## config.mk

```make
export PLATFORM = sky130hd
export DESIGN_NAME = abd_fifo
export DESIGN_NICKNAME = d
export VERILOG_FILES = /design/src/abd_fifo.sv
export SDC_FILE = /design/constraint.sdc
export NUM_CORES = 1
export LEC_CHECK = 0
export ABC_AREA = 1
export BUFFER_PORTS_ARGS = -buffer_cell sky130_fd_sc_hd__buf_2
export CORE_MARGIN = 5
export CORE_UTILIZATION = 40
export CTS_CLUSTER_DIAMETER = 120
export DETAILED_ROUTE_END_ITERATION = 10
export MAX_ROUTING_LAYER = met4
export PLACE_DENSITY = 0.58
export SKIP_CTS_REPAIR_TIMING = 1
export SYNTH_ARGS = -nofsm -noshare
export SYNTH_HDL_FRONTEND = slang
export SYNTH_SLANG_ARGS = --single-unit
```

## constraint.sdc

```tcl
create_clock -name clk -period 3 [get_ports clk]
set_input_delay 0.9 -clock clk [delete_from_list [all_inputs] [get_ports clk]]
set_output_delay 0.9 -clock clk [all_outputs]
set_load 0.005 [all_outputs]
```

## src/abd_fifo.sv

```systemverilog
// short queue between the classifying front and the accumulating back
// no dependencies
module abd_fifo #(
    parameter int WIDTH = 64,
    parameter int DEPTH = 4,
    localparam int PTR_W = $clog2(DEPTH),
    localparam int CNT_W = $clog2(DEPTH + 1)
) (
    input  logic             clk,
    input  logic             rst_n,
    input  logic             push,
    input  logic [WIDTH-1:0] wdata,
    output logic             full,
    input  logic             pop,
    output logic [WIDTH-1:0] rdata,
    output logic             empty
);

    logic [WIDTH-1:0] slot_reg [DEPTH];
    logic [PTR_W-1:0] wr_ptr_reg, wr_ptr_next;
    logic [PTR_W-1:0] rd_ptr_reg, rd_ptr_next;
    logic [CNT_W-1:0] count_reg, count_next;

    always_comb
    begin
        wr_ptr_next = wr_ptr_reg;
        rd_ptr_next = rd_ptr_reg;
        count_next  = count_reg;
        if (push)
        begin
            wr_ptr_next = (wr_ptr_reg == PTR_W'(DEPTH - 1)) ? '0 : wr_ptr_reg + 1'b1;
        end
        if (pop)
        begin
            rd_ptr_next = (rd_ptr_reg == PTR_W'(DEPTH - 1)) ? '0 : rd_ptr_reg + 1'b1;
        end
        if (push && !pop)
        begin
            count_next = count_reg + 1'b1;
        end
        else if (pop && !push)
        begin
            count_next = count_reg - 1'b1;
        end
    end

    always_ff @(posedge clk or negedge rst_n)
    begin
        if (!rst_n)
        begin
            wr_ptr_reg <= '0;
            rd_ptr_reg <= '0;
            count_reg  <= '0;
        end
        else
        begin
            wr_ptr_reg <= wr_ptr_next;
            rd_ptr_reg <= rd_ptr_next;
            count_reg  <= count_next;
        end
    end

    always_ff @(posedge clk)
    begin
        if (push)
        begin
            slot_reg[wr_ptr_reg] <= wdata;
        end
    end

    assign full  = (count_reg == CNT_W'(DEPTH));
    assign empty = (count_reg == '0);
    assign rdata = slot_reg[rd_ptr_reg];

endmodule

```

==> metrics <==
pin count of the biggest net entering global routing=between 50 and 60; # clock sinks=263; H-tree depth=1; CTS Buf Count=27; maxcap violations=0; layout cells sized above 1=0.206; GRT Util Overall=0.138; Reg clk slew, reported paths=roughly 0.060 ns; DRC=0; endpoints failing setup=0; R2R Setup Slk=1.35 ns; Yosys top cell by area=edfxtp_1; PortBufs=around 130; CP max FO=50; hpwl dp=~12 mm; CTS tree=built; Synth top cells by count=edfxtp_1 (256), nand2_1 (207), inv_1 (140); DRT iter0 DRCs=roughly 320; nets@finish=around 1000; I/O pin count=134; hold slack final=0.217 ns; Filler cells=~2300; CP startpoint kind=register; Clock Latency Late Sink=0.51 ns; setup TNS=0 ns; first-pass GRT wire length=32.3 mm; Area Overhead vs Synth=18.3%; worst-margin pin slew=between 0.6 and 0.7 ns; FP Rows=between 50 and 60; crit end category=primary output; Worst R2R End=slot_reg[2][15]; Hold Crit Class=input port to async pin; critical path endpoint=rdata[34]; Gate Count Post-Synth=~800; die area=0.0299 mm^2; GRT Residual Overflow=0; area share of the leading cell type in the synthesized netlist=0.725; Leak Pwr=a little over 0.005 uW; setup slack at placement=between 0.6 and 0.7 ns; Yosys warnings=0; Synth Register Bits=around 260; Arrival @ worst endpoint=just under 2 ns; worst clock skew=between 0.007 and 0.008 ns; ys flop type=edfxtp_1; Switching Share=0.310; WL/cell=around 16 um; Final GP Congestion=roughly 0.71; Max VDD drop=0.000644 V; Pint=between 7000 and 8000 uW; Gate power share=0.302; Clk pwr share=0.271; initial antenna violation count=6; DR vias/cell=approximately 4.7; mapped cell area=between 0.01 and 0.015 mm^2; Post-DRT Antenna Nets=0; Setup CP Type=register to primary output; count of pins over their slew limit=0; number of synthesized flops with an enable pin=between 200 and 300; most frequent cell after synthesis=edfxtp_1; clock root buffer master=clkbuf_16; Slew HR=0.583; die width=173 um; Syn Area/Cell=around 13 um^2; first-pass iteration count of the detailed router=4; clk buf depth=3; RR Startpoint=wr_ptr_reg[0]; crit path time final=about 2.8 ns; Starting Density=0.407; vias in the first global route=6144; start point of the critical path=rd_ptr_reg[0]; Reg2Reg Depth=5; RSZ-0062 raised after global routing=false; final WL=about 20 mm; PwrDens=approximately 910 mW/mm^2; core area=about 0.026 mm^2; DR vias=about 6200; Die Ht=approximately 170 um; period utilization=0.948; register share of total power=0.428; Fin. Hold Viols=0; CP required=approximately 2.1 ns; worst setup margin=0.155 ns; top cells by area, synth=edfxtp_1 (73%), o211ai_1 (9.1%), nand2_1 (7.3%), inv_1 (5.0%), dfrtp_1 (1.7%); synth unique cells=18; ys async rst share=0.0266; NetSw=between 3000 and 4000 uW; Mapped Nets=874; maximum clock frequency=approximately 350 MHz; max reg flops=roughly 260; outcome=completed; fraction of the yosys area taken by sequential cells=0.742
-- cell type report --
| class | count | area, um^2 | share of cell area |
|---|---|---|---|
| diodes | 6 | 15.0 | 0.00120 |
| clock buffers | 37 | 743 | 0.0593 |
| clock inverters | 11 | 83.8 | 0.00669 |
| inverters | 141 | 561 | 0.0447 |
| multi-input cells | 353 | 1890 | 0.151 |
| flip-flops and latches | 263 | 7860 | 0.627 |
| well taps | 335 | 419 | 0.0334 |
| repair buffers | 151 | 963 | 0.0768 |
-- worst max-delay path, stage by stage (launching register included) --
cell	delay (ns)
dfrtp_1	0.41
bufinv_16	0.34
buf_12	0.25
nand2_1	0.07
o211ai_1	0.09
nand2_1	0.10
buf_2	0.14
-- power groups by stage --
| stage | combinational, uW | sequential [uW] | clock [uW] |
|---|---|---|---|
| after floorplan | 2150 | 4930 | 0 |
| after global placement | 3410 | 4930 | 0 |
| after detailed placement | 3470 | 4940 | 0 |
| after CTS | 3480 | 4860 | 3170 |
| after global routing | 3900 | 4900 | 3350 |
| final | 3430 | 4860 | 3070 |
-- cells by family (layout without fill, tap and decap cells) --
group | after synthesis | count (layout) | synth area share
flip-flops | 263 | 263 | 0.742
AND/OR/NAND/NOR | 213 | 213 | 0.0760
buffers and inverters | 183 | 340 | 0.0801
AO/OA/AOI/OAI | 132 | 132 | 0.0925
adder cells (fa/ha/maj) | 7 | 7 | 0.00897
XOR/XNOR | 1 | 1 | 0.000826
other | 0 | 6 | 0
-- through the flow --
stage	utilization	instances	power (uW)	cell area (um^2)
2_1_floorplan	-	799	7090	10600
3_3_place_gp	0.447	1242	8340	11600
3_5_place_dp	0.447	1242	8400	11600
4_1_cts	0.479	1290	11500	12500
5_1_grt	0.481	1297	12200	12500
6_report	0.481	1297	11400	12500
-- routing by layer --
layer / wire length [um] / global-route usage / vias to the layer above / part of all wire
met2: 10000 / 0.231 / 111 / 0.49
met3: 1180 / 0.0349 / 36 / 0.058
met5: 0 / - / - / 0
li1: - / - / 3076 / -
met4: 389 / 0.0357 / 0 / 0.019
met1: 8700 / 0.167 / 2928 / 0.43
-- cell usage in the layout, fill, tap and decap left out, drive strengths merged --
cell	count
clkbuf	38
nand2	207
nor3	2
clkinvlp	1
xnor2	1
o211ai	128
buf	150
diode	6
bufinv	2
clkinv	13
nand3	1
o21ai	4
nor2	2
ha	6
dfrtp	7
fa	1
inv	136
nand4	1
edfxtp	256
-- how the worst min path moves through the flow --
stage | endpoint | cells after the start | from
floorplan | count_reg[2] | 2 | count_reg[2]
global placement | count_reg[2] | 2 | count_reg[2]
detailed placement | count_reg[2] | 2 | count_reg[2]
CTS | count_reg[2] | 1 | rst_n
global route | count_reg[2] | 1 | rst_n
finish | count_reg[2] | 1 | rst_n
No activity file was read; power rests on OpenSTA's default activity.
