--- config.mk ---
export PLATFORM = sky130hd
export DESIGN_NAME = abd_back_flat
export DESIGN_NICKNAME = d
export VERILOG_FILES = /design/src/abd_pkg.sv /design/src/abd_if.sv /design/src/abd_back.sv /design/src/flat_wrapper.sv
export SDC_FILE = /design/constraint.sdc
export NUM_CORES = 1
export LEC_CHECK = 0
export ABC_AREA = 0
export BUFFER_PORTS_ARGS = -buffer_cell sky130_fd_sc_hd__buf_2
export CORE_ASPECT_RATIO = 0.7
export CORE_MARGIN = 2
export CORE_UTILIZATION = 45
export CTS_CLUSTER_DIAMETER = 120
export DETAILED_ROUTE_END_ITERATION = 12
export PLACE_DENSITY = 0.77
export REMOVE_ABC_BUFFERS = 1
export SLEW_MARGIN = 20
export SYNTH_ARGS = -nofsm -noshare
export SYNTH_HDL_FRONTEND = slang
export SYNTH_SLANG_ARGS = --single-unit
--- constraint.sdc ---
create_clock -name clk -period 4.4 [get_ports clk]
set_input_delay 0.22 -clock clk [delete_from_list [all_inputs] [get_ports clk]]
set_output_delay 0.22 -clock clk [all_outputs]
set_load 0.02 [all_outputs]
--- src/abd_pkg.sv ---
// shared types, constants and channel arithmetic for the argb box downscaler
// no dependencies
package abd_pkg;

    localparam int PIX_W      = 32;
    localparam int BYTE_W     = 8;
    localparam int CHAN_W     = 14;
    localparam int NUM_CHAN   = 4;
    localparam int SUM_W      = NUM_CHAN * CHAN_W;
    localparam int SIZE_W     = 13;
    localparam int ROW_W      = 12;
    localparam int HEIGHT_MAX = 4096;
    localparam int CFG_IDX_W  = 2;
    localparam int CFG_DATA_W = 13;
    localparam int SHIFT_W    = 2;
    localparam int SUB_W      = 3;

    // configuration register indexes
    localparam logic [CFG_IDX_W-1:0] REG_WIDTH  = 2'd0;
    localparam logic [CFG_IDX_W-1:0] REG_HEIGHT = 2'd1;
    localparam logic [CFG_IDX_W-1:0] REG_SHIFT  = 2'd2;
    localparam logic [CFG_IDX_W-1:0] REG_ALPHA  = 2'd3;

    // classification of one queued pixel
    typedef struct packed {
        logic                first_blk;  // first pixel of its block
        logic                seg_start;  // first pixel of a block row segment
        logic                seg_end;    // last pixel of a segment, sums go to memory
        logic                emit;       // last pixel of the block, result follows
        logic                last;       // result is the frame's last
        logic [SHIFT_W-1:0]  shift;
    } abd_ctl_t;

    function automatic logic [SUM_W-1:0] add_pixel(input logic [SUM_W-1:0] sums,
                                                   input logic [PIX_W-1:0] px);
        logic [SUM_W-1:0] r;
        r = '0;
        for (int ch = 0; ch < NUM_CHAN; ch++)
        begin
            r[ch*CHAN_W +: CHAN_W] = sums[ch*CHAN_W +: CHAN_W]
                                   + CHAN_W'(px[ch*BYTE_W +: BYTE_W]);
        end
        return r;
    endfunction

    function automatic logic [PIX_W-1:0] average(input logic [SUM_W-1:0] sums,
                                                 input logic [SHIFT_W-1:0] shift);
        logic [PIX_W-1:0] r;
        r = '0;
        for (int ch = 0; ch < NUM_CHAN; ch++)
        begin
            r[ch*BYTE_W +: BYTE_W] = BYTE_W'(sums[ch*CHAN_W +: CHAN_W] >> {shift, 1'b0});
        end
        return r;
    endfunction

endpackage

--- src/abd_if.sv ---


interface abd_out_if;
    logic                        valid;
    logic                        ready;
    logic [abd_pkg::PIX_W-1:0]   pixel_out;
    logic                        frame_done;

    modport source (output valid, output pixel_out, output frame_done, input ready);
    modport sink (input valid, input pixel_out, input frame_done, output ready);
endinterface


--- src/abd_back.sv ---
// back: per-column sum read-modify-write, running segment sum, result register
// depends on abd_pkg and abd_if
module abd_back #(
    parameter int ADDR_W = 11
) (
    input  logic                      clk,
    input  logic                      rst_n,
    input  logic                      empty,
    input  logic [abd_pkg::PIX_W-1:0] head_pixel,
    input  logic [ADDR_W-1:0]         head_bx,
    input  abd_pkg::abd_ctl_t         head_ctl,
    output logic                      pop,
    output logic                      ram_we,
    output logic [ADDR_W-1:0]         ram_waddr,
    output logic [abd_pkg::SUM_W-1:0] ram_wdata,
    output logic                      ram_re,
    output logic [ADDR_W-1:0]         ram_raddr,
    input  logic [abd_pkg::SUM_W-1:0] ram_rdata,
    abd_out_if.source                 res
);

    logic                       go;
    logic                       r1_valid_reg;
    logic [abd_pkg::PIX_W-1:0]  r1_pixel_reg;
    logic [ADDR_W-1:0]          r1_bx_reg;
    abd_pkg::abd_ctl_t          r1_ctl_reg;
    logic                       hit_reg;
    logic [abd_pkg::SUM_W-1:0]  acc_reg;
    logic                       out_valid_reg;
    logic [abd_pkg::PIX_W-1:0]  out_pixel_reg;
    logic                       out_last_reg;
    logic [abd_pkg::SUM_W-1:0]  base;
    logic [abd_pkg::SUM_W-1:0]  sum;

    // the whole back advances together whenever the result register can take a value
    assign go  = !out_valid_reg || res.ready;
    assign pop = go && !empty;

    assign ram_re    = pop;
    assign ram_raddr = head_bx;
    assign ram_we    = go && r1_valid_reg && r1_ctl_reg.seg_end;
    assign ram_waddr = r1_bx_reg;
    assign ram_wdata = sum;

    // a read that saw the same-edge write takes the fresh sum, still held in acc_reg
    always_comb
    begin
        if (r1_ctl_reg.first_blk)
        begin
            base = '0;
        end
        else if (r1_ctl_reg.seg_start)
        begin
            base = hit_reg ? acc_reg : ram_rdata;
        end
        else
        begin
            base = acc_reg;
        end
    end

    assign sum = abd_pkg::add_pixel(base, r1_pixel_reg);

    always_ff @(posedge clk or negedge rst_n)
    begin
        if (!rst_n)
        begin
            r1_valid_reg  <= 1'b0;
            out_valid_reg <= 1'b0;
        end
        else if (go)
        begin
            r1_valid_reg  <= !empty;
            out_valid_reg <= r1_valid_reg && r1_ctl_reg.emit;
        end
    end

    always_ff @(posedge clk)
    begin
        if (pop)
        begin
            r1_pixel_reg <= head_pixel;
            r1_bx_reg    <= head_bx;
            r1_ctl_reg   <= head_ctl;
            hit_reg      <= ram_we && (ram_waddr == head_bx);
        end
        if (go && r1_valid_reg)
        begin
            acc_reg <= sum;
            if (r1_ctl_reg.emit)
            begin
                out_pixel_reg <= abd_pkg::average(sum, r1_ctl_reg.shift);
                out_last_reg  <= r1_ctl_reg.last;
            end
        end
    end

    assign res.valid      = out_valid_reg;
    assign res.pixel_out  = out_pixel_reg;
    assign res.frame_done = out_last_reg;

endmodule

--- src/flat_wrapper.sv ---
// flat-port wrapper written by rule: the top's interface ports become plain ports
module abd_back_flat 
#(
    parameter int ADDR_W = 11
)
  (clk, rst_n, empty, head_pixel, head_bx, head_ctl, pop, ram_we, ram_waddr, ram_wdata, ram_re, ram_raddr, ram_rdata, res_valid, res_pixel_out, res_frame_done, res_ready);
  abd_out_if res_i ();
  input  logic clk;
  input  logic rst_n;
  input  logic empty;
  input  logic [abd_pkg::PIX_W-1:0] head_pixel;
  input  logic [ADDR_W-1:0] head_bx;
  input  abd_pkg::abd_ctl_t head_ctl;
  output logic pop;
  output logic ram_we;
  output logic [ADDR_W-1:0] ram_waddr;
  output logic [abd_pkg::SUM_W-1:0] ram_wdata;
  output logic ram_re;
  output logic [ADDR_W-1:0] ram_raddr;
  input  logic [abd_pkg::SUM_W-1:0] ram_rdata;
  output wire logic [$bits(res_i.valid)-1:0] res_valid;
  output wire logic [$bits(res_i.pixel_out)-1:0] res_pixel_out;
  output wire logic [$bits(res_i.frame_done)-1:0] res_frame_done;
  input wire logic [$bits(res_i.ready)-1:0] res_ready;
  assign res_valid = res_i.valid;
  assign res_pixel_out = res_i.pixel_out;
  assign res_frame_done = res_i.frame_done;
  assign res_i.ready = res_ready;
  abd_back #(.ADDR_W(ADDR_W)) u_core (.clk(clk), .rst_n(rst_n), .empty(empty), .head_pixel(head_pixel), .head_bx(head_bx), .head_ctl(head_ctl), .pop(pop), .ram_we(ram_we), .ram_waddr(ram_waddr), .ram_wdata(ram_wdata), .ram_re(ram_re), .ram_raddr(ram_raddr), .ram_rdata(ram_rdata), .res(res_i));
endmodule
==> impl_metrics.toml <==
[timing]
hold_violations = 0
fin_crit_ps = 4070
slew_violations = 0
max_freq_ghz = 0.245
rsz0062_at_grt = "no"
period_share_pct = 92.6
whs_ps = 19.8
tightest_slew_ps = 843
tns_ps = 0
setup_violations = 0
finalClockSkew_ps = 12.7
relSlewSlack_pct = 43.8

[final_layout]
syn2layout_area_growth_pct = 28.5
finalNetCount = 1129
n_antenna_cell = 0
drive_gt1_share_pct = 30.2
largest_register_ffs = 56
utilization_pct = 58.5
n_fill_cell = 1504

[critical_path]
crit_family = "simple AND/OR/NAND/NOR gates"
crit_end = "ram_wdata[26]"
cp_max_fo = 44
critPathMaxStageDelay_ps = 620
ff2ff_path_depth = 12
cp-end-kind = "output pin"
cp_common_cell = "a21oi_1"
cp.required_ps = 4180
startpoint_type = "flip-flop"
critPathKind = "flip-flop to output pin"
crit_cells = 11
path_buf_inv = 2
reg2reg_to = "u_core.res.pixel_out[15]"
arrival_ps = 3850
worstPathCellList = "or2b_4 -> buf_4 -> nand2_1 -> a21oi_1 -> ha_1 -> nor2b_1 -> o31a_1 -> a21oi_1 -> and4b_1 -> xor2_1 -> buf_2"
cp-startpoint = "u_core.r1_ctl_reg[5]"
r2r_slack_ps = 650
rr_startpoint = "u_core.r1_ctl_reg[5]"
cpMaxStageDelayCell = "or2b_4"

[synth]
ys_seq_area_share_pct = 52.2
synth_edf_count = 140
syn_inst = 729
ys_warn_count = 0
synth_seq_cells = 142
async_flop_share_pct = 1.41
ys_types = 61
yosys_most_used_dff = "edfxtp_1"
synth_area_mm2 = 0.00815
syn_area_per_cell_um2 = 11.2

[global_routing]
grt.total_usage_pct = 23.9
grt_pass1_vias = 6532
grt_overflow = 0
grt_antenna_before_repair = 1
grt_pass1_wl_um = 34600
grt_max_degree = 57

[route]
ant_nets = 0
vias = 6752
dr.pass1.iters = 5
avgRoutedWirePerCell_um = 18.6
viasPerCell = 5.48
drc = 0
routed_wl_um = 23000
drt_iter0_drc = 631

[run]
timing.max_cap.violations = 0

[placement]
globalplace.congestion = 0.874
io_buffers = 224
dp_hpwl_um = 15800

[pwr]
p_total_mw = 4.83
powerDensity_mw_per_mm2 = 461
p_leak_nw = 4.48
vdd_drop_max_mv = 0.318

[clock_tree]
tritoncts = "done"
cts.reportedPaths.clkPinSlew_ps = 60
clk_latency_ps = 420
cts_setup_buffers = 0
clockBufferDepth = 2
cts_htree_levels = 4
cts_inserted_buffers = 17
cts.sinks = 142
clock_tree.root_cell = "clkbuf_16"

[min_path]
holdPathStages = 1
min_path_type = "primary input to flip-flop"

[floorplan]
core-area_mm2 = 0.0179
design.die.area_mm2 = 0.0192
die_height_um = 117
row_count = 41
ioPinCount = 225
die_w_um = 165
initial_core_util_pct = 45.5

[run_status]
status = "finished clean"
logic make-up (layout without fill, tap and decap cells):
| family | Yosys count | after routing | synth area share (%) |
|---|---|---|---|
| adders and majority gates | 36 | 36 | 5.89 |
| DFF | 142 | 142 | 52.2 |
| xor gates and xnor gates | 54 | 54 | 5.80 |
| buffers and inverters | 64 | 331 | 3.94 |
| and+or+nand+nor | 225 | 225 | 13.0 |
| AOI/OAI and AO/OA | 176 | 176 | 13.4 |
| muxes | 32 | 32 | 5.77 |
area by class of cell:
cell class | count | area, um2 | share of cell area, %
inverter | 18 | 67.6 | 0.645
clock inverter | 13 | 160 | 1.53
tap | 236 | 295 | 2.82
multi-input combinational | 523 | 3590 | 34.2
timing repair buffer | 281 | 1660 | 15.8
clock buffer | 19 | 453 | 4.32
sequential | 142 | 4250 | 40.6
stage by stage:
step,cell area (um2),std cells,worst slack (ps)
3_3_place_gp,9420,1156,793
6_report,10500,1232,327
3_5_place_dp,9420,1156,665
4_1_cts,10500,1230,340
2_1_floorplan,7900,683,486
5_1_grt,10500,1232,102
where the power goes:
group | internal (mW) | leakage [nW] | switching, mW | total [mW]
Sequential | 1.76 | 1.38 | 0.0725 | 1.83
Combinational | 0.542 | 2.80 | 0.948 | 1.49
Clock | 0.924 | 0.300 | 0.586 | 1.51
Total | 3.22 | 4.48 | 1.61 | 4.83
repair_timing:
action / 4_1_cts / 5_1_grt
hold buffers: 42 / 2
setup endpoints to repair: 0 / 0
resized for setup: 0 / 0
hold endpoints to repair: 43 / 2
worst register-to-register path, cell delays in order, from the launching register on:
cell	delay, ps
edfxtp_1	400
or2b_4	620
buf_4	420
nand2_1	100
a21oi_1	150
ha_1	250
o211ai_1	110
o21ai_2	260
a21oi_2	130
nor3b_4	260
a211oi_1	110
a31o_1	220
mux4_2	450
cell usage after synthesis (4+ instances only):
| cell type | count | area [um2] |
|---|---|---|
| nand4_1 | 4 | 25.0 |
| o21a_1 | 7 | 52.6 |
| a21o_1 | 9 | 67.6 |
| ha_1 | 32 | 400 |
| xnor2_1 | 33 | 289 |
| nand3_1 | 18 | 90.1 |
| xor2_1 | 21 | 184 |
| mux4_2 | 12 | 270 |
| a21oi_1 | 87 | 435 |
| edfxtp_1 | 140 | 4200 |
| inv_1 | 17 | 63.8 |
| clkbuf_1 | 18 | 67.6 |
| o21ai_0 | 16 | 80.1 |
| buf_2 | 8 | 40.0 |
| buf_1 | 4 | 15.0 |
| nand2_1 | 114 | 428 |
| mux2i_1 | 20 | 200 |
| nor2b_1 | 9 | 56.3 |
| nand2b_1 | 7 | 43.8 |
| o211ai_1 | 9 | 67.6 |
| and3_1 | 11 | 68.8 |
| fa_1 | 4 | 80.1 |
| a31oi_1 | 4 | 25.0 |
| buf_4 | 13 | 97.6 |
| a211oi_1 | 14 | 105 |
| and2_1 | 7 | 43.8 |
| nor2_1 | 34 | 128 |
layout by cell type, fill, tap and decap left out, drive strengths merged, types with 2 or more instances in the layout:
cell type / instances
nor3b: 2
o31a: 3
bufinv: 3
a211oi: 14
o21ai: 21
a21o: 9
o211ai: 9
xor2: 21
nor4: 3
a31o: 4
xnor2: 33
nand2b: 7
nand3b: 3
and3: 11
nor2b: 10
nand2: 115
and4b: 2
a21oi: 91
nand3: 18
o21a: 7
mux2i: 20
buf: 237
dfrtp: 2
clkinv: 7
a31oi: 4
nor2: 34
clkbuf: 19
or2: 3
and2: 7
dlygate4sd3: 44
nor3: 3
fa: 4
mux4: 12
nand4: 4
clkinvlp: 2
a221o: 3
ha: 32
edfxtp: 140
inv: 19
per-layer routing:
layer / up-vias / wire length, um / track usage, %
li1: 3178 / - / -
met1: 3203 / 10200 / 32.8
met2: 341 / 10300 / 37.4
met3: 28 / 2090 / 6.92
met4: 2 / 371 / 6.67
met5: - / 7 / 0
worst min path at each step:
stage	start	endpoint	slack, ps
2_1_floorplan	rst_n	u_core.r1_valid_reg	-80
5_1_grt	head_bx[3]	u_core.ram_waddr[3]	0.3
6_report	head_bx[2]	u_core.ram_waddr[2]	20
3_3_place_gp	rst_n	u_core.res.valid	10
3_5_place_dp	rst_n	u_core.res.valid	10
4_1_cts	head_bx[9]	u_core.ram_waddr[9]	0.3
Power figures use the tool's default switching activity.
