### src/abd_pkg.sv
// shared types, constants and channel arithmetic for the argb box downscaler
// no dependencies
package abd_pkg;

    localparam int PIX_W      = 32;
    localparam int BYTE_W     = 8;
    localparam int CHAN_W     = 14;
    localparam int NUM_CHAN   = 4;
    localparam int SUM_W      = NUM_CHAN * CHAN_W;
    localparam int SIZE_W     = 13;
    localparam int ROW_W      = 12;
    localparam int HEIGHT_MAX = 4096;
    localparam int CFG_IDX_W  = 2;
    localparam int CFG_DATA_W = 13;
    localparam int SHIFT_W    = 2;
    localparam int SUB_W      = 3;

    // configuration register indexes
    localparam logic [CFG_IDX_W-1:0] REG_WIDTH  = 2'd0;
    localparam logic [CFG_IDX_W-1:0] REG_HEIGHT = 2'd1;
    localparam logic [CFG_IDX_W-1:0] REG_SHIFT  = 2'd2;
    localparam logic [CFG_IDX_W-1:0] REG_ALPHA  = 2'd3;

    // classification of one queued pixel
    typedef struct packed {
        logic                first_blk;  // first pixel of its block
        logic                seg_start;  // first pixel of a block row segment
        logic                seg_end;    // last pixel of a segment, sums go to memory
        logic                emit;       // last pixel of the block, result follows
        logic                last;       // result is the frame's last
        logic [SHIFT_W-1:0]  shift;
    } abd_ctl_t;

    function automatic logic [SUM_W-1:0] add_pixel(input logic [SUM_W-1:0] sums,
                                                   input logic [PIX_W-1:0] px);
        logic [SUM_W-1:0] r;
        r = '0;
        for (int ch = 0; ch < NUM_CHAN; ch++)
        begin
            r[ch*CHAN_W +: CHAN_W] = sums[ch*CHAN_W +: CHAN_W]
                                   + CHAN_W'(px[ch*BYTE_W +: BYTE_W]);
        end
        return r;
    endfunction

    function automatic logic [PIX_W-1:0] average(input logic [SUM_W-1:0] sums,
                                                 input logic [SHIFT_W-1:0] shift);
        logic [PIX_W-1:0] r;
        r = '0;
        for (int ch = 0; ch < NUM_CHAN; ch++)
        begin
            r[ch*BYTE_W +: BYTE_W] = BYTE_W'(sums[ch*CHAN_W +: CHAN_W] >> {shift, 1'b0});
        end
        return r;
    endfunction

endpackage

### src/abd_if.sv
// channel interfaces: pixel stream, result stream and configuration writes
// depends on abd_pkg
interface abd_pix_if;
    logic                        valid;
    logic                        ready;
    logic [abd_pkg::PIX_W-1:0]   pixel_in;

    modport source (output valid, output pixel_in, input ready);
    modport sink (input valid, input pixel_in, output ready);
endinterface


interface abd_cfg_if;
    logic                             valid;
    logic                             ready;
    logic [abd_pkg::CFG_IDX_W-1:0]    index;
    logic [abd_pkg::CFG_DATA_W-1:0]   data;

    modport source (output valid, output index, output data, input ready);
    modport sink (input valid, input index, input data, output ready);
endinterface

### src/abd_front.sv
// front: configuration registers, raster position and pixel classification
// depends on abd_pkg and abd_if
module abd_front #(
    parameter int MAX_WIDTH = 4096,
    localparam int COL_W  = $clog2(MAX_WIDTH),
    localparam int W_W    = COL_W + 1,
    localparam int ADDR_W = $clog2(MAX_WIDTH / 2)
) (
    input  logic                      clk,
    input  logic                      rst_n,
    abd_cfg_if.sink                   cfg,
    abd_pix_if.sink                   pix,
    input  logic                      full,
    output logic                      push,
    output logic [abd_pkg::PIX_W-1:0] item_pixel,
    output logic [ADDR_W-1:0]         item_bx,
    output abd_pkg::abd_ctl_t         item_ctl
);

    localparam int SW = abd_pkg::SIZE_W;
    localparam int SUBW = abd_pkg::SUB_W;

    logic [SW-1:0]                width_reg;
    logic [SW-1:0]                height_reg;
    logic [abd_pkg::SHIFT_W-1:0]  shift_reg;
    logic                         alpha_reg;
    logic [COL_W-1:0]             col_reg, col_next;
    logic [abd_pkg::ROW_W-1:0]    row_reg, row_next;

    logic                         cfg_wr;
    logic                         accept;
    logic [W_W-1:0]               w_eff;
    logic [SW-1:0]                h_eff;
    logic [W_W-1:0]               ow;
    logic [SW-1:0]                oh;
    logic [COL_W-1:0]             bx;
    logic [abd_pkg::ROW_W-1:0]    by;
    logic [SUBW-1:0]              mask;
    logic [SUBW-1:0]              cx;
    logic [SUBW-1:0]              cy;
    logic                         col_last;
    logic                         row_last;
    logic                         in_range;

    assign cfg.ready = 1'b1;
    assign cfg_wr    = cfg.valid && cfg.ready;
    assign pix.ready = !full;
    assign accept    = pix.valid && pix.ready;

    // sizes clamped to what the position counters can hold
    always_comb
    begin
        if (width_reg == '0)
        begin
            w_eff = W_W'(1);
        end
        else if (32'(width_reg) > 32'(MAX_WIDTH))
        begin
            w_eff = W_W'(MAX_WIDTH);
        end
        else
        begin
            w_eff = W_W'(width_reg);
        end

        if (height_reg == '0)
        begin
            h_eff = SW'(1);
        end
        else if (height_reg > SW'(abd_pkg::HEIGHT_MAX))
        begin
            h_eff = SW'(abd_pkg::HEIGHT_MAX);
        end
        else
        begin
            h_eff = height_reg;
        end
    end

    assign ow       = w_eff >> shift_reg;
    assign oh       = h_eff >> shift_reg;
    assign bx       = col_reg >> shift_reg;
    assign by       = row_reg >> shift_reg;
    assign mask     = SUBW'((4'd1 << shift_reg) - 4'd1);
    assign cx       = col_reg[SUBW-1:0] & mask;
    assign cy       = row_reg[SUBW-1:0] & mask;
    assign col_last = (W_W'(col_reg) == w_eff - 1'b1);
    assign row_last = (SW'(row_reg) == h_eff - 1'b1);
    assign in_range = (W_W'(bx) < ow) && (SW'(by) < oh);

    assign push       = accept && in_range;
    assign item_bx    = ADDR_W'(bx);
    assign item_pixel = alpha_reg ? {abd_pkg::NUM_CHAN{pix.pixel_in[31:24]}} : pix.pixel_in;

    always_comb
    begin
        item_ctl.first_blk = (cx == '0) && (cy == '0);
        item_ctl.seg_start = (cx == '0);
        item_ctl.seg_end   = (shift_reg != '0) && (cx == mask);
        item_ctl.emit      = (cx == mask) && (cy == mask);
        item_ctl.shift     = shift_reg;
        if (shift_reg == '0)
        begin
            item_ctl.last = col_last && row_last;
        end
        else
        begin
            item_ctl.last = (W_W'(bx) == ow - 1'b1) && (SW'(by) == oh - 1'b1);
        end
    end

    always_comb
    begin
        col_next = col_reg;
        row_next = row_reg;
        if (cfg_wr)
        begin
            col_next = '0;
            row_next = '0;
        end
        else if (accept)
        begin
            if (col_last)
            begin
                col_next = '0;
                row_next = row_last ? '0 : row_reg + 1'b1;
            end
            else
            begin
                col_next = col_reg + 1'b1;
            end
        end
    end

    always_ff @(posedge clk or negedge rst_n)
    begin
        if (!rst_n)
        begin
            width_reg  <= SW'(256);
            height_reg <= SW'(256);
            shift_reg  <= '0;
            alpha_reg  <= 1'b0;
            col_reg    <= '0;
            row_reg    <= '0;
        end
        else
        begin
            col_reg <= col_next;
            row_reg <= row_next;
            if (cfg_wr)
            begin
                case (cfg.index)
                    abd_pkg::REG_WIDTH:  width_reg  <= cfg.data;
                    abd_pkg::REG_HEIGHT: height_reg <= cfg.data;
                    abd_pkg::REG_SHIFT:  shift_reg  <= cfg.data[abd_pkg::SHIFT_W-1:0];
                    abd_pkg::REG_ALPHA:  alpha_reg  <= cfg.data[0];
                    default: ;
                endcase
            end
        end
    end

endmodule

### src/flat_wrapper.sv
// flat-port wrapper written by rule: the top's interface ports become plain ports
module abd_front_flat 
#(
    parameter int MAX_WIDTH = 4096,
    localparam int COL_W  = $clog2(MAX_WIDTH),
    localparam int W_W    = COL_W + 1,
    localparam int ADDR_W = $clog2(MAX_WIDTH / 2)
)
  (clk, rst_n, full, push, item_pixel, item_bx, item_ctl, cfg_valid, cfg_index, cfg_data, cfg_ready, pix_valid, pix_pixel_in, pix_ready);
  abd_cfg_if cfg_i ();
  abd_pix_if pix_i ();
  input  logic clk;
  input  logic rst_n;
  input  logic full;
  output logic push;
  output logic [abd_pkg::PIX_W-1:0] item_pixel;
  output logic [ADDR_W-1:0] item_bx;
  output abd_pkg::abd_ctl_t item_ctl;
  input wire logic [$bits(cfg_i.valid)-1:0] cfg_valid;
  input wire logic [$bits(cfg_i.index)-1:0] cfg_index;
  input wire logic [$bits(cfg_i.data)-1:0] cfg_data;
  output wire logic [$bits(cfg_i.ready)-1:0] cfg_ready;
  input wire logic [$bits(pix_i.valid)-1:0] pix_valid;
  input wire logic [$bits(pix_i.pixel_in)-1:0] pix_pixel_in;
  output wire logic [$bits(pix_i.ready)-1:0] pix_ready;
  assign cfg_i.valid = cfg_valid;
  assign cfg_i.index = cfg_index;
  assign cfg_i.data = cfg_data;
  assign cfg_ready = cfg_i.ready;
  assign pix_i.valid = pix_valid;
  assign pix_i.pixel_in = pix_pixel_in;
  assign pix_ready = pix_i.ready;
  abd_front #(.MAX_WIDTH(MAX_WIDTH)) u_core (.clk(clk), .rst_n(rst_n), .cfg(cfg_i), .pix(pix_i), .full(full), .push(push), .item_pixel(item_pixel), .item_bx(item_bx), .item_ctl(item_ctl));
endmodule
### config.mk
export PLATFORM = sky130hd
export DESIGN_NAME = abd_front_flat
export DESIGN_NICKNAME = d
export VERILOG_FILES = /design/src/abd_pkg.sv /design/src/abd_if.sv /design/src/abd_front.sv /design/src/flat_wrapper.sv
export SDC_FILE = /design/constraint.sdc
export NUM_CORES = 1
export LEC_CHECK = 0
export ABC_AREA = 1
export BUFFER_PORTS_ARGS = -buffer_cell sky130_fd_sc_hd__clkbuf_2
export CAP_MARGIN = 20
export CORE_ASPECT_RATIO = 1.4
export CORE_UTILIZATION = 45
export DETAILED_ROUTE_END_ITERATION = 8
export PLACE_DENSITY = 0.66
export RECOVER_POWER = 50
export SETUP_SLACK_MARGIN = 0.02
export SYNTH_ARGS = -nofsm -noshare
export SYNTH_HDL_FRONTEND = slang
export SYNTH_SLANG_ARGS = --single-unit
### constraint.sdc
create_clock -name clk -period 4.7 [get_ports clk]
set_clock_uncertainty 0.2 [all_clocks]
set_input_delay 0.47 -clock clk [delete_from_list [all_inputs] [get_ports clk]]
set_output_delay 0.47 -clock clk [all_outputs]
set_load 0.01 [all_outputs]
==> metrics <==
status=finished with violations; violated checks=max-capacitance violations, max-slew violations; first drt pass iteration count=7; Setup TNS Final=0 ns; cell at the root of the clock tree=sky130_fd_sc_hd__clkbuf_16; Die Y=148 um; detail-routed net length per standard cell=14.2 um; critical path endpoint category=primary output; total count of max-transition violations in the final report=between 50 and 60; number of nets in the layout=1283; average vias per placed instance=between 5 and 6; warning count from the yosys run=0; arrival time of the worst setup path=about 3.7 ns; CTS buffer count=5; Critical Path Start=u_core.shift_reg[0]; remaining antenna violation count after routing=0; largest net degree at the start of global routing=54; Buffers on Ports=between 100 and 150; library cells used by synthesis=54; area growth from synthesis to final layout=11.2%; Total GRT Usage=0.257; Clk pin slew, worst setup/hold paths=around 0.080 ns; critical path peak fanout=23; Power, Total=between 2 and 2.5 mW; clock tree from TritonCTS=built; via count of the first global-routing pass=approximately 6500; number of synthesized register bits=53; sink count of the clock tree=53; Compound-Gate Fraction of Synth Area=0.139; total global routing overflow=0; simple-gate share of the synthesized area=0.404; Setup Crit Path Kind=flip-flop to primary output; sequential-to-total area share from yosys stat=0.195; post-synthesis share of cell area spent on xor and xnor gates=0.0828; DRT iter0 DRCs=~520; placed cell area=7420 um^2; data required time of the worst path=4.03 ns; quantity of hold-fixing buffers added after cts=0; max cap viols=1; synthesized area per cell=~6 um^2; layout cells sized above 1=0.152; HPWL after DPL=between 15 and 20 mm; combinational family with the most area after synthesis=simple AND/OR/NAND/NOR gates; mapped cell area=6830 um^2; fillers=1580; cell row count=52; via count of the routed design=between 7000 and 8000; Period Utilization, post-route=0.932; count of mapped cells out of synthesis=between 1000 and 1500; core outline area=around 15000 um^2; Reg2Reg Launch Point=u_core.width_reg[6]; adder-cell area share of the yosys netlist=0.0550; worst-case vdd ir drop=between 0.2 and 0.3 mV; Hold Worst Slack=0.221 ns; aggregate routed wire length=about 20 mm; final count of hold timing violations=0; Finished Cell Area=approximately 7600 um^2; Pleak=between 3 and 4 nW; Syn Nets=approximately 1200; effective utilization at floorplan=0.466; number of H-tree branching levels=2; slew at the pin with the worst max-slew slack=around 2.9 ns; Worst Hold Class=primary input to flip-flop; number of primary I/O pins=between 100 and 150; maximum buffer depth of the clock tree=2; Cell Pwr Density=about 330 nW/um^2; final critical delay including setup and external delays=roughly 4.4 ns; fmax=0.228 GHz; postcts setup bufs=0; worst max-slew margin expressed relative to the limit=-0.934; Setup violations, final=0; Clock Latency Late Sink=roughly 0.3 ns; die outline area=15700 um^2; setup repair after global routing missed its margin=false; remaining routing DRC violations=0; diodes inserted=0; Die X=~110 um; number of antenna violations at the first check in global routing=0; source of the worst hold timing path=cfg_data[8]; global-route wire length before repair=about 32 mm; element type at the critical path start=flip-flop; routability cong.=slightly below 1; fraction of synthesized area in multiplexers=0.00202
critical path: stages, from the launching register on:
cell and delay (ns):
sky130_fd_sc_hd__dfrtp_2 0.52, sky130_fd_sc_hd__buf_4 0.25, sky130_fd_sc_hd__o21ai_0 0.34, sky130_fd_sc_hd__inv_1 0.08, sky130_fd_sc_hd__o21ai_0 0.56, sky130_fd_sc_hd__ha_1 0.36
sky130_fd_sc_hd__nand2_1 0.09, sky130_fd_sc_hd__nor2_1 0.05, sky130_fd_sc_hd__a2111oi_0 0.49, sky130_fd_sc_hd__o221ai_1 0.17, sky130_fd_sc_hd__nand3_1 0.10, sky130_fd_sc_hd__nand3b_1 0.08
sky130_fd_sc_hd__a31oi_1 0.16, sky130_fd_sc_hd__clkbuf_2 0.16
where the power goes:
part,switching [mW],internal (mW)
Combinational,0.937,0.525
Clock,0.199,0.216
Sequential,0.0976,0.503
Total,1.23,1.24
synth_stat cells, drive strengths merged:
master / count / area, um^2
nor2: 91 / 367
nand3: 116 / 641
and2: 2 / 12.5
a21o: 1 / 7.51
clkinv: 2 / 7.51
o221ai: 1 / 8.76
nand3b: 9 / 80.1
inv: 150 / 563
clkbuf: 17 / 63.8
nand4: 14 / 87.6
ha: 30 / 375
a2111oi: 2 / 17.5
nor4: 1 / 6.26
o22ai: 2 / 12.5
xor2: 48 / 428
o41ai: 1 / 8.76
a221oi: 2 / 17.5
nor3b: 2 / 15.0
a21oi: 18 / 97.6
xor3: 1 / 23.8
o211ai: 5 / 37.5
dfrtp: 51 / 1280
a31oi: 2 / 12.5
nand2: 352 / 1390
o221a: 1 / 11.3
o21ai: 123 / 668
nor3: 17 / 100
xnor2: 13 / 114
conb: 1 / 3.75
dfstp: 2 / 52.6
o21bai: 2 / 15.0
buf: 29 / 195
o21a: 2 / 15.0
or2: 10 / 62.6
a22oi: 3 / 22.5
mux2i: 1 / 13.8
logic make-up after synthesis:
family / after synthesis
compound gates: 165
other cells: 1
buf+inv: 198
fa+ha+maj: 30
mux: 1
xor+xnor: 62
flops: 53
simple gates: 614
layer usage:
metal / routed length (um) / track usage / share of wire
met1: 9320 / 0.349 / 0.47
met2: 9090 / 0.433 / 0.46
met3: 793 / 0.0207 / 0.040
met4: 506 / 0.0813 / 0.026
met5: 0 / 0 / 0
metrics by stage:
stage                     utilization  setup slack (ns)  instances
after CTS                       0.517             0.287       1391
after global placement          0.507             0.631       1383
after floorplan                     -             0.912       1124
after global routing            0.518            0.0182       1391
after detailed placement        0.507             0.636       1383
final                           0.518             0.322       1391
what timing repair did:
action	in CTS	in global routing
setup endpoints to repair	0	1
gates resized for setup	0	8
hold endpoints to repair	0	0
final cells by class:
cell class / instances / area, um^2 / area share
well taps: 189 / 236 / 0.0312
inverters: 152 / 574 / 0.0757
repair buffers: 116 / 602 / 0.0793
flip-flops and latches: 53 / 1330 / 0.175
clock inverters: 2 / 17.5 / 0.00231
multi-input cells: 873 / 4690 / 0.618
clock buffers: 6 / 139 / 0.0183
layout by cell type, fill, tap and decap left out, drive strengths merged:
cell type / n
o211ai: 5
o21ai: 123
nand3b: 9
conb: 1
a21oi: 18
buf: 12
or2: 10
nand3: 116
a2111oi: 2
inv: 151
xor2: 48
a221oi: 2
nand4: 14
and2: 2
ha: 30
clkbuf: 110
mux2i: 1
nor3: 17
o21a: 2
clkinvlp: 1
xor3: 1
o41ai: 1
dfstp: 2
nor2: 91
nor4: 1
o21bai: 2
dfrtp: 51
a31oi: 2
nor3b: 2
o22ai: 2
o221a: 1
clkinv: 2
a21o: 1
a22oi: 3
o221ai: 1
xnor2: 13
nand2: 352
path summary, 6_finish.rpt:
kind,slack [ns],cells after the start,to
max,0.32,13,push
min,0.22,3,u_core.height_reg[8]
max reg2reg,1.24,16,u_core.col_reg[3]
min reg2reg,0.31,2,u_core.width_reg[8]
max in group asynchronous,1.45,2,u_core.shift_reg[0]
min in group asynchronous,0.99,2,u_core.col_reg[4]
(Power assumes the default switching activity.)
